File: src/rtl/sha1_pkg.sv
// ----------------------------------------------------------------------------
// sha1_pkg
// Shared types, constants and round functions for the SHA-1 stream hasher.
// ----------------------------------------------------------------------------
package sha1_pkg;

    localparam int BLOCK_WORDS = 16;
    localparam int ROUNDS     = 80;
    localparam int DIGEST_WORDS = 5;
    localparam int FIFO_DEPTH = 4;

    localparam logic [7:0] PAD_BYTE = 8'h80;

    localparam logic [31:0] H_INIT [DIGEST_WORDS] = '{
        32'h67452301, 32'hEFCDAB89, 32'h98BADCFE, 32'h10325476, 32'hC3D2E1F0
    };

    localparam logic [31:0] K_0 = 32'h5A827999;
    localparam logic [31:0] K_1 = 32'h6ED9EBA1;
    localparam logic [31:0] K_2 = 32'h8F1BBCDC;
    localparam logic [31:0] K_3 = 32'hCA62C1D6;

    // One message word on its way from the front end to the compression core
    typedef struct packed {
        logic [31:0] word;
        logic        last;   // final word of the padded message
    } word_entry_t;

    // Round-dependent logic function
    function automatic logic [31:0] round_f(input logic [6:0] rnd, input logic [31:0] b,
                                            input logic [31:0] c, input logic [31:0] d);
        logic [31:0] f;
        if (rnd < 7'd20) begin
            f = (b & c) | (~b & d);
        end else if (rnd < 7'd40) begin
            f = b ^ c ^ d;
        end else if (rnd < 7'd60) begin
            f = (b & c) | (b & d) | (c & d);
        end else begin
            f = b ^ c ^ d;
        end
        return f;
    endfunction

    // Round-dependent additive constant
    function automatic logic [31:0] round_k(input logic [6:0] rnd);
        logic [31:0] k;
        if (rnd < 7'd20) begin
            k = K_0;
        end else if (rnd < 7'd40) begin
            k = K_1;
        end else if (rnd < 7'd60) begin
            k = K_2;
        end else begin
            k = K_3;
        end
        return k;
    endfunction

endpackage

File: src/rtl/sha1_front.sv
// ----------------------------------------------------------------------------
// sha1_front
// Accepts stream items, packs bytes into big-endian words and appends the
// SHA-1 padding and bit length when a message ends.
// ----------------------------------------------------------------------------
module sha1_front (
    input  logic                 clk,
    input  logic                 rst_n,
    input  logic                 s_tvalid,
    output logic                 s_tready,
    input  logic [7:0]           s_tdata,    // data_byte
    input  logic                 s_tuser,    // byte_valid
    input  logic                 s_tlast,    // end_of_message
    output logic                 push,
    output sha1_pkg::word_entry_t push_entry,
    input  logic                 fifo_full
);

    typedef enum logic [4:0] {
        F_ACCEPT = 5'b00001,
        F_PAD    = 5'b00010,
        F_ZERO   = 5'b00100,
        F_LEN_HI = 5'b01000,
        F_LEN_LO = 5'b10000
    } front_state_t;

    localparam logic [7:0] PAD_BYTE_W = sha1_pkg::PAD_BYTE;

    front_state_t state_reg, state_next;
    logic [23:0]  acc_reg, acc_next;
    logic [1:0]   byte_cnt_reg, byte_cnt_next;
    logic [3:0]   word_cnt_reg, word_cnt_next;
    logic [63:0]  byte_total_reg, byte_total_next;

    logic        accept;
    logic [63:0] bit_len;
    logic [31:0] pad_word;

    assign s_tready = (state_reg == F_ACCEPT) && !fifo_full;
    assign accept   = s_tvalid && s_tready;
    assign bit_len  = {byte_total_reg[60:0], 3'b000};

    // Word holding the tail bytes followed by the pad marker
    always_comb
    begin
        case (byte_cnt_reg)
            2'd0:    pad_word = {PAD_BYTE_W, 24'h0};
            2'd1:    pad_word = {acc_reg[7:0], PAD_BYTE_W, 16'h0};
            2'd2:    pad_word = {acc_reg[15:0], PAD_BYTE_W, 8'h0};
            default: pad_word = {acc_reg[23:0], PAD_BYTE_W};
        endcase
    end

    // Next state and word generation
    always_comb
    begin
        state_next      = state_reg;
        acc_next        = acc_reg;
        byte_cnt_next   = byte_cnt_reg;
        word_cnt_next   = word_cnt_reg;
        byte_total_next = byte_total_reg;
        push            = 1'b0;
        push_entry.word = 32'h0;
        push_entry.last = 1'b0;

        unique case (state_reg)
            F_ACCEPT:
            begin
                if (accept) begin
                    if (s_tuser) begin
                        byte_total_next = byte_total_reg + 64'd1;
                        acc_next        = {acc_reg[15:0], s_tdata};
                        byte_cnt_next   = byte_cnt_reg + 2'd1;
                        if (byte_cnt_reg == 2'd3) begin
                            push            = 1'b1;
                            push_entry.word = {acc_reg[23:0], s_tdata};
                            word_cnt_next   = word_cnt_reg + 4'd1;
                        end
                    end
                    if (s_tlast) begin
                        state_next = F_PAD;
                    end
                end
            end
            F_PAD:
            begin
                if (!fifo_full) begin
                    push            = 1'b1;
                    push_entry.word = pad_word;
                    word_cnt_next   = word_cnt_reg + 4'd1;
                    state_next      = (word_cnt_reg == 4'd13) ? F_LEN_HI : F_ZERO;
                end
            end
            F_ZERO:
            begin
                if (word_cnt_reg == 4'd14) begin
                    state_next = F_LEN_HI;
                end else if (!fifo_full) begin
                    push          = 1'b1;
                    word_cnt_next = word_cnt_reg + 4'd1;
                end
            end
            F_LEN_HI:
            begin
                if (!fifo_full) begin
                    push            = 1'b1;
                    push_entry.word = bit_len[63:32];
                    word_cnt_next   = word_cnt_reg + 4'd1;
                    state_next      = F_LEN_LO;
                end
            end
            F_LEN_LO:
            begin
                if (!fifo_full) begin
                    push            = 1'b1;
                    push_entry.word = bit_len[31:0];
                    push_entry.last = 1'b1;
                    word_cnt_next   = 4'd0;
                    byte_cnt_next   = 2'd0;
                    byte_total_next = 64'd0;
                    state_next      = F_ACCEPT;
                end
            end
            default:
            begin
                state_next = F_ACCEPT;
            end
        endcase
    end

    // Control registers
    always_ff @(posedge clk or negedge rst_n)
    begin
        if (!rst_n) begin
            state_reg      <= F_ACCEPT;
            byte_cnt_reg   <= 2'd0;
            word_cnt_reg   <= 4'd0;
            byte_total_reg <= 64'd0;
        end else begin
            state_reg      <= state_next;
            byte_cnt_reg   <= byte_cnt_next;
            word_cnt_reg   <= word_cnt_next;
            byte_total_reg <= byte_total_next;
        end
    end

    // Partial word bytes
    always_ff @(posedge clk)
    begin
        acc_reg <= acc_next;
    end

endmodule

File: src/rtl/sha1_fifo.sv
// ----------------------------------------------------------------------------
// sha1_fifo
// Short word queue between the front end and the compression core.
// ----------------------------------------------------------------------------
module sha1_fifo (
    input  logic                  clk,
    input  logic                  rst_n,
    input  logic                  push,
    input  sha1_pkg::word_entry_t push_entry,
    output logic                  full,
    input  logic                  pop,
    output sha1_pkg::word_entry_t head,
    output logic                  empty
);

    localparam int PTR_W = $clog2(sha1_pkg::FIFO_DEPTH);

    sha1_pkg::word_entry_t entry_reg [sha1_pkg::FIFO_DEPTH];
    logic [PTR_W-1:0] wr_ptr_reg, rd_ptr_reg;
    logic [PTR_W:0]   count_reg;

    assign full  = (count_reg == (PTR_W+1)'(sha1_pkg::FIFO_DEPTH));
    assign empty = (count_reg == '0);
    assign head  = entry_reg[rd_ptr_reg];

    // Pointers and occupancy
    always_ff @(posedge clk or negedge rst_n)
    begin
        if (!rst_n) begin
            wr_ptr_reg <= '0;
            rd_ptr_reg <= '0;
            count_reg  <= '0;
        end else begin
            if (push) begin
                wr_ptr_reg <= wr_ptr_reg + 1'b1;
            end
            if (pop) begin
                rd_ptr_reg <= rd_ptr_reg + 1'b1;
            end
            case ({push, pop})
                2'b10:   count_reg <= count_reg + 1'b1;
                2'b01:   count_reg <= count_reg - 1'b1;
                default: count_reg <= count_reg;
            endcase
        end
    end

    // Entry storage
    always_ff @(posedge clk)
    begin
        if (push) begin
            entry_reg[wr_ptr_reg] <= push_entry;
        end
    end

endmodule

File: src/rtl/sha1_back.sv
// ----------------------------------------------------------------------------
// sha1_back
// Compression core: loads 16 words, runs 80 rounds one per cycle, folds the
// result into the chaining value and streams out the digest.
// ----------------------------------------------------------------------------
module sha1_back (
    input  logic                  clk,
    input  logic                  rst_n,
    input  sha1_pkg::word_entry_t head,
    input  logic                  empty,
    output logic                  pop,
    output logic                  m_tvalid,
    input  logic                  m_tready,
    output logic [39:0]           m_tdata,   // digest_word, word_index, zero fill
    output logic                  m_tlast    // last_word
);

    typedef enum logic [3:0] {
        B_LOAD   = 4'b0001,
        B_ROUND  = 4'b0010,
        B_UPDATE = 4'b0100,
        B_OUT    = 4'b1000
    } back_state_t;

    back_state_t state_reg;
    logic [3:0]  load_cnt_reg;
    logic [6:0]  rnd_reg;
    logic [2:0]  idx_reg;
    logic        last_reg;

    logic [31:0] w_reg [sha1_pkg::BLOCK_WORDS];
    logic [31:0] chain_reg [sha1_pkg::DIGEST_WORDS];
    logic [31:0] a_reg, b_reg, c_reg, d_reg, e_reg;

    logic [31:0] w_mix, w_new, t_sum;
    logic        out_fire;

    assign pop      = (state_reg == B_LOAD) && !empty;
    assign out_fire = m_tvalid && m_tready;

    // Message schedule and round sum
    assign w_mix = w_reg[13] ^ w_reg[8] ^ w_reg[2] ^ w_reg[0];
    assign w_new = {w_mix[30:0], w_mix[31]};
    assign t_sum = {a_reg[26:0], a_reg[31:27]}
                 + sha1_pkg::round_f(rnd_reg, b_reg, c_reg, d_reg)
                 + e_reg + w_reg[0] + sha1_pkg::round_k(rnd_reg);

    // Result port
    assign m_tvalid = (state_reg == B_OUT);
    assign m_tdata  = {5'b0, idx_reg, chain_reg[idx_reg]};
    assign m_tlast  = (idx_reg == 3'(sha1_pkg::DIGEST_WORDS - 1));

    // Sequencer
    always_ff @(posedge clk or negedge rst_n)
    begin
        if (!rst_n) begin
            state_reg    <= B_LOAD;
            load_cnt_reg <= 4'd0;
            rnd_reg      <= 7'd0;
            idx_reg      <= 3'd0;
            last_reg     <= 1'b0;
            for (int i = 0; i < sha1_pkg::DIGEST_WORDS; i++) begin
                chain_reg[i] <= sha1_pkg::H_INIT[i];
            end
        end else begin
            unique case (state_reg)
                B_LOAD:
                begin
                    if (pop) begin
                        load_cnt_reg <= load_cnt_reg + 4'd1;
                        if (load_cnt_reg == 4'd15) begin
                            last_reg  <= head.last;
                            rnd_reg   <= 7'd0;
                            state_reg <= B_ROUND;
                        end
                    end
                end
                B_ROUND:
                begin
                    rnd_reg <= rnd_reg + 7'd1;
                    if (rnd_reg == 7'(sha1_pkg::ROUNDS - 1)) begin
                        state_reg <= B_UPDATE;
                    end
                end
                B_UPDATE:
                begin
                    chain_reg[0] <= chain_reg[0] + a_reg;
                    chain_reg[1] <= chain_reg[1] + b_reg;
                    chain_reg[2] <= chain_reg[2] + c_reg;
                    chain_reg[3] <= chain_reg[3] + d_reg;
                    chain_reg[4] <= chain_reg[4] + e_reg;
                    idx_reg      <= 3'd0;
                    state_reg    <= last_reg ? B_OUT : B_LOAD;
                end
                B_OUT:
                begin
                    if (out_fire) begin
                        if (m_tlast) begin
                            idx_reg   <= 3'd0;
                            state_reg <= B_LOAD;
                            for (int i = 0; i < sha1_pkg::DIGEST_WORDS; i++) begin
                                chain_reg[i] <= sha1_pkg::H_INIT[i];
                            end
                        end else begin
                            idx_reg <= idx_reg + 3'd1;
                        end
                    end
                end
                default:
                begin
                    state_reg <= B_LOAD;
                end
            endcase
        end
    end

    // Schedule window and working variables
    always_ff @(posedge clk)
    begin
        if (pop || (state_reg == B_ROUND)) begin
            for (int i = 0; i < sha1_pkg::BLOCK_WORDS - 1; i++) begin
                w_reg[i] <= w_reg[i+1];
            end
            w_reg[sha1_pkg::BLOCK_WORDS-1] <= pop ? head.word : w_new;
        end
        if (pop && (load_cnt_reg == 4'd15)) begin
            a_reg <= chain_reg[0];
            b_reg <= chain_reg[1];
            c_reg <= chain_reg[2];
            d_reg <= chain_reg[3];
            e_reg <= chain_reg[4];
        end else if (state_reg == B_ROUND) begin
            e_reg <= d_reg;
            d_reg <= c_reg;
            c_reg <= {b_reg[1:0], b_reg[31:2]};
            b_reg <= a_reg;
            a_reg <= t_sum;
        end
    end

endmodule

File: src/rtl/sha1_stream_hash_top.sv
// ----------------------------------------------------------------------------
// sha1_stream_hash_top
// SHA-1 hasher over a byte stream with a streaming in and out interface.
// ----------------------------------------------------------------------------
// Each input item carries an optional byte (tuser set) and an end mark
// (tlast). The front end takes one item per cycle while its four-word queue
// has room and packs bytes into words; the core pops the 16 words of a block
// as they arrive, runs 80 rounds at one per cycle and then folds the result
// into the chaining value. The queue holds only 16 bytes while the rounds
// run, so the other 48 bytes of a block come in during the load. After the
// end mark the front end takes no item until it has queued up to 18 padding
// and length words (which fill out one or two final blocks), then the five
// digest words H0..H4 leave in order, the last one with tlast set, and the
// hasher starts over for the next message.
module sha1_stream_hash_top (
    input  logic        clk,
    input  logic        rst_n,
    input  logic        s_tvalid,
    output logic        s_tready,
    input  logic [7:0]  s_tdata,    // data_byte
    input  logic        s_tuser,    // byte_valid
    input  logic        s_tlast,    // end_of_message
    output logic        m_tvalid,
    input  logic        m_tready,
    output logic [39:0] m_tdata,    // digest_word [31:0], word_index [34:32], zeros
    output logic        m_tlast     // last_word
);

    logic                  push, pop, fifo_full, fifo_empty;
    sha1_pkg::word_entry_t push_entry, head;

    // Byte packing and padding
    sha1_front u_front (
        .clk        (clk),
        .rst_n      (rst_n),
        .s_tvalid   (s_tvalid),
        .s_tready   (s_tready),
        .s_tdata    (s_tdata),
        .s_tuser    (s_tuser),
        .s_tlast    (s_tlast),
        .push       (push),
        .push_entry (push_entry),
        .fifo_full  (fifo_full)
    );

    // Word queue
    sha1_fifo u_fifo (
        .clk        (clk),
        .rst_n      (rst_n),
        .push       (push),
        .push_entry (push_entry),
        .full       (fifo_full),
        .pop        (pop),
        .head       (head),
        .empty      (fifo_empty)
    );

    // Compression and digest output
    sha1_back u_back (
        .clk      (clk),
        .rst_n    (rst_n),
        .head     (head),
        .empty    (fifo_empty),
        .pop      (pop),
        .m_tvalid (m_tvalid),
        .m_tready (m_tready),
        .m_tdata  (m_tdata),
        .m_tlast  (m_tlast)
    );

endmodule

File: config.mk
export PLATFORM = sky130hd
export DESIGN_NAME = sha1_stream_hash_top
export DESIGN_NICKNAME = d
export VERILOG_FILES = /design/src/rtl/sha1_pkg.sv /design/src/rtl/sha1_front.sv /design/src/rtl/sha1_fifo.sv /design/src/rtl/sha1_back.sv /design/src/rtl/sha1_stream_hash_top.sv
export SDC_FILE = /design/constraint.sdc
export NUM_CORES = 2
export LEC_CHECK = 0
export BUFFER_PORTS_ARGS = -buffer_cell sky130_fd_sc_hd__buf_2
export CAP_MARGIN = 20
export CORE_ASPECT_RATIO = 1.1
export CORE_MARGIN = 5
export CORE_UTILIZATION = 61
export DETAILED_ROUTE_END_ITERATION = 10
export GPL_TIMING_DRIVEN = 0
export HOLD_SLACK_MARGIN = 0.12
export PLACE_DENSITY = 0.8
export SLEW_MARGIN = 20
export SYNTH_ARGS = -nofsm -noshare
export SYNTH_HDL_FRONTEND = slang
export SYNTH_HIERARCHICAL = 1
export SYNTH_SLANG_ARGS = --single-unit
File: constraint.sdc
create_clock -name clk -period 35.4 [get_ports clk]
set_input_delay 3.54 -clock clk [delete_from_list [all_inputs] [get_ports clk]]
set_output_delay 3.54 -clock clk [all_outputs]
set_load 0.03 [all_outputs]
==> flow_summary.json <==
{
  "clk_path_buf_depth": 3,
  "p_per_area_mw_per_mm2": 100.0,
  "syn_avg_cell_area_um2": 12.03,
  "syn_inst": 4600,
  "grt_max_degree": 89,
  "hp-class": "reg2reg",
  "ctsHoldBuffers": 0,
  "cts_sinks": 1086,
  "slew_headroom_pct": 16.24,
  "hold_slack_ns": 0.3927,
  "cts_resized": 0,
  "initial_core_util_pct": 61.61,
  "drt_iter0_drc": 4801,
  "die_w_um": 297.1,
  "num_vias": 39322,
  "fin_skew_ns": 0.04382,
  "tightestPinTransition_ns": 1.256,
  "final_area_mm2": 0.06146,
  "die_h_um": 325.8,
  "syn2layout_area_growth_pct": 11.10,
  "post_cts_buffers": 0,
  "routed_wl_mm": 161.5,
  "ant_nets": 0,
  "ioPinCount": 57,
  "fin_crit_sh_pct": 26.75,
  "path_clk_slew_ns": 0.07,
  "peakVddDrop_uv": 68.76,
  "final_common_cell": "edfxtp_1",
  "max_freq_mhz": 105.6,
  "yosys.cell_types.count": 115,
  "start_kind": "register",
  "grt_pass1_vias": 38643,
  "ys.flop_type": "edfxtp_1",
  "tns_ns": 0,
  "ys_seq_elements": 1086,
  "hold_viol": 0,
  "grt_pass1_wl_mm": 241.3,
  "rsz0062_at_grt": "no",
  "gp_congestion": 1.009,
  "status": "complete, no violations",
  "path_max_fanout": 9,
  "cts_max_level": 3,
  "setup_viol": 0,
  "synth_area_leaders": "edfxtp_1 45%, dfrtp_1 8.0%, ha_1 4.8%, fa_1 4.6%, nand2_1 4.5%",
  "diodes": 0,
  "rows": 115,
  "die-area_mm2": 0.09681,
  "firstDrtPassIters": 6,
  "slowest_delay_ns": 0.98,
  "place_hpwl_mm": 114.4,
  "end_kind": "register",
  "drcViolationCount": 0,
  "numCtsBuffers": 107,
  "clk_latency_ns": 0.71,
  "crit_arrival_ns": 10.00,
  "maxSlewViolCount": 0,
  "cp.required_ns": 35.94,
  "post_drt_wl_per_cell_um": 26.69,
  "ys_warn_count": 6,
  "power.leakage_uw": 0.02429,
  "core-area_mm2": 0.08979,
  "worst-setup-path-type": "reg2reg",
  "drive_above_1_share_pct": 10.25,
  "postPlaceCellArea_mm2": 0.05759,
  "cts_tree": "built",
  "slowest_stage": "a41oi_1",
  "final_nets": 5136,
  "max_cap_violations": 0,
  "final_cell_mix": "828 x edfxtp_1, 658 x nand2_1, 309 x inv_1, 293 x o21ai_0, 260 x a21oi_1",
  "vias_per_cell": 6.500,
  "largest_reg_flops": 512,
  "synth_edf_count": 828,
  "grt_overflow": 0,
  "grtUsageTotal_pct": 32.88,
  "netlist_area_mm2": 0.05532,
  "yosysTopAreaCell": "edfxtp_1",
  "fillers": 6230,
  "synthArstFlopShare_pct": 23.76,
  "grt_antenna_before_repair": 0,
  "synth-seq-area-share_pct": 56.81,
  "fin_crit_ns": 9.469,
  "cts_root_buf": "clkbuf_16",
  "netlist.area_leader.share_pct": 44.95,
  "io_buffers": 51
}
## routing by layer
metal,track usage [%],wire length [um],vias to the layer above
met2,52.35,74430,2375
met4,21.59,13400,0
met1,41.71,58240,19223
met5,0,0,-
met3,6.107,15370,620
li1,-,-,17104
## logic make-up after synthesis
kind of cell	count (synthesis)	share of synthesized area, %
adder cells (fa/ha/maj)	337	9.333
multiplexers	104	3.388
flip-flops	1086	56.81
XOR/XNOR	265	4.196
buffers and inverters	491	3.547
AO/OA/AOI/OAI	1040	12.30
AND/OR/NAND/NOR	1276	10.42
other	1	0.006779
## synth_stat cells (23+ instances only)
cell type / n
a21o_1: 94
a21oi_1: 260
a22o_1: 32
a31oi_1: 33
and3_1: 24
clkbuf_1: 134
dfrtp_1: 176
dfstp_2: 82
edfxtp_1: 828
fa_1: 126
ha_1: 211
inv_1: 309
mux2i_1: 38
mux4_2: 60
nand2_1: 660
nand2b_1: 39
nand3_1: 75
nand4_1: 45
nor2_1: 239
nor2b_1: 24
nor3_1: 39
o211ai_1: 26
o21a_1: 30
o21ai_0: 293
o31ai_1: 23
xnor2_1: 175
xor2_1: 90
## where the power goes
group	switching (uW)	leakage, uW	internal (uW)
registers	238	0.0109	2100
clock network	518	0.00188	729
logic	1580	0.0115	985
## worst paths after layout
check	from	to	slack, ns	cells past startpoint
min in group asynchronous	rst_n	u_back/chain_reg[56]	2.65	1
worst min register to register	u_back/w_reg[0][240]	u_back/w_reg[0][208]	0.39	0
worst min-delay path	u_back/w_reg[0][240]	u_back/w_reg[0][208]	0.39	0
worst max-delay path	u_back/rnd_reg[4]	u_back/a_reg[30]	25.93	25
max in group asynchronous	rst_n	u_back/chain_reg[4]	31.97	2
worst max register to register	u_back/rnd_reg[4]	u_back/a_reg[30]	25.93	25
## through the flow
stage	setup WS [ns]	power, uW	instances	util, %
5_1_grt	25.88	6491	6050	68.45
6_report	25.93	6146	6050	68.45
3_5_place_dp	26.22	4799	5846	64.14
3_3_place_gp	18.58	4962	5825	63.54
4_1_cts	26.20	6126	6050	68.43
2_1_floorplan	22.64	4277	4604	-
## final cells by class
class                           instances  area, um^2  area share [%]
Clock inverter                         81        1046           1.702
Timing Repair Buffer                   72       763.2           1.242
Multi-Input combinational cell       3027       21980           35.76
Clock buffer                          123        2810           4.573
Inverter                              312        1171           1.906
Sequential cell                      1086       31420           51.13
Buffer                                179       799.5           1.301
Tap cell                             1170        1464           2.382
## worst max-delay path, delay by kind of cell (launching register included)
family | cells | cell delay (ns)
AOI/OAI and AO/OA | 9 | 3.09
and+or+nand+nor | 5 | 2.45
buffers and inverters | 7 | 1.70
adders and majority gates | 4 | 1.70
DFF | 1 | 0.36
No activity file was read; power rests on OpenSTA's default activity.
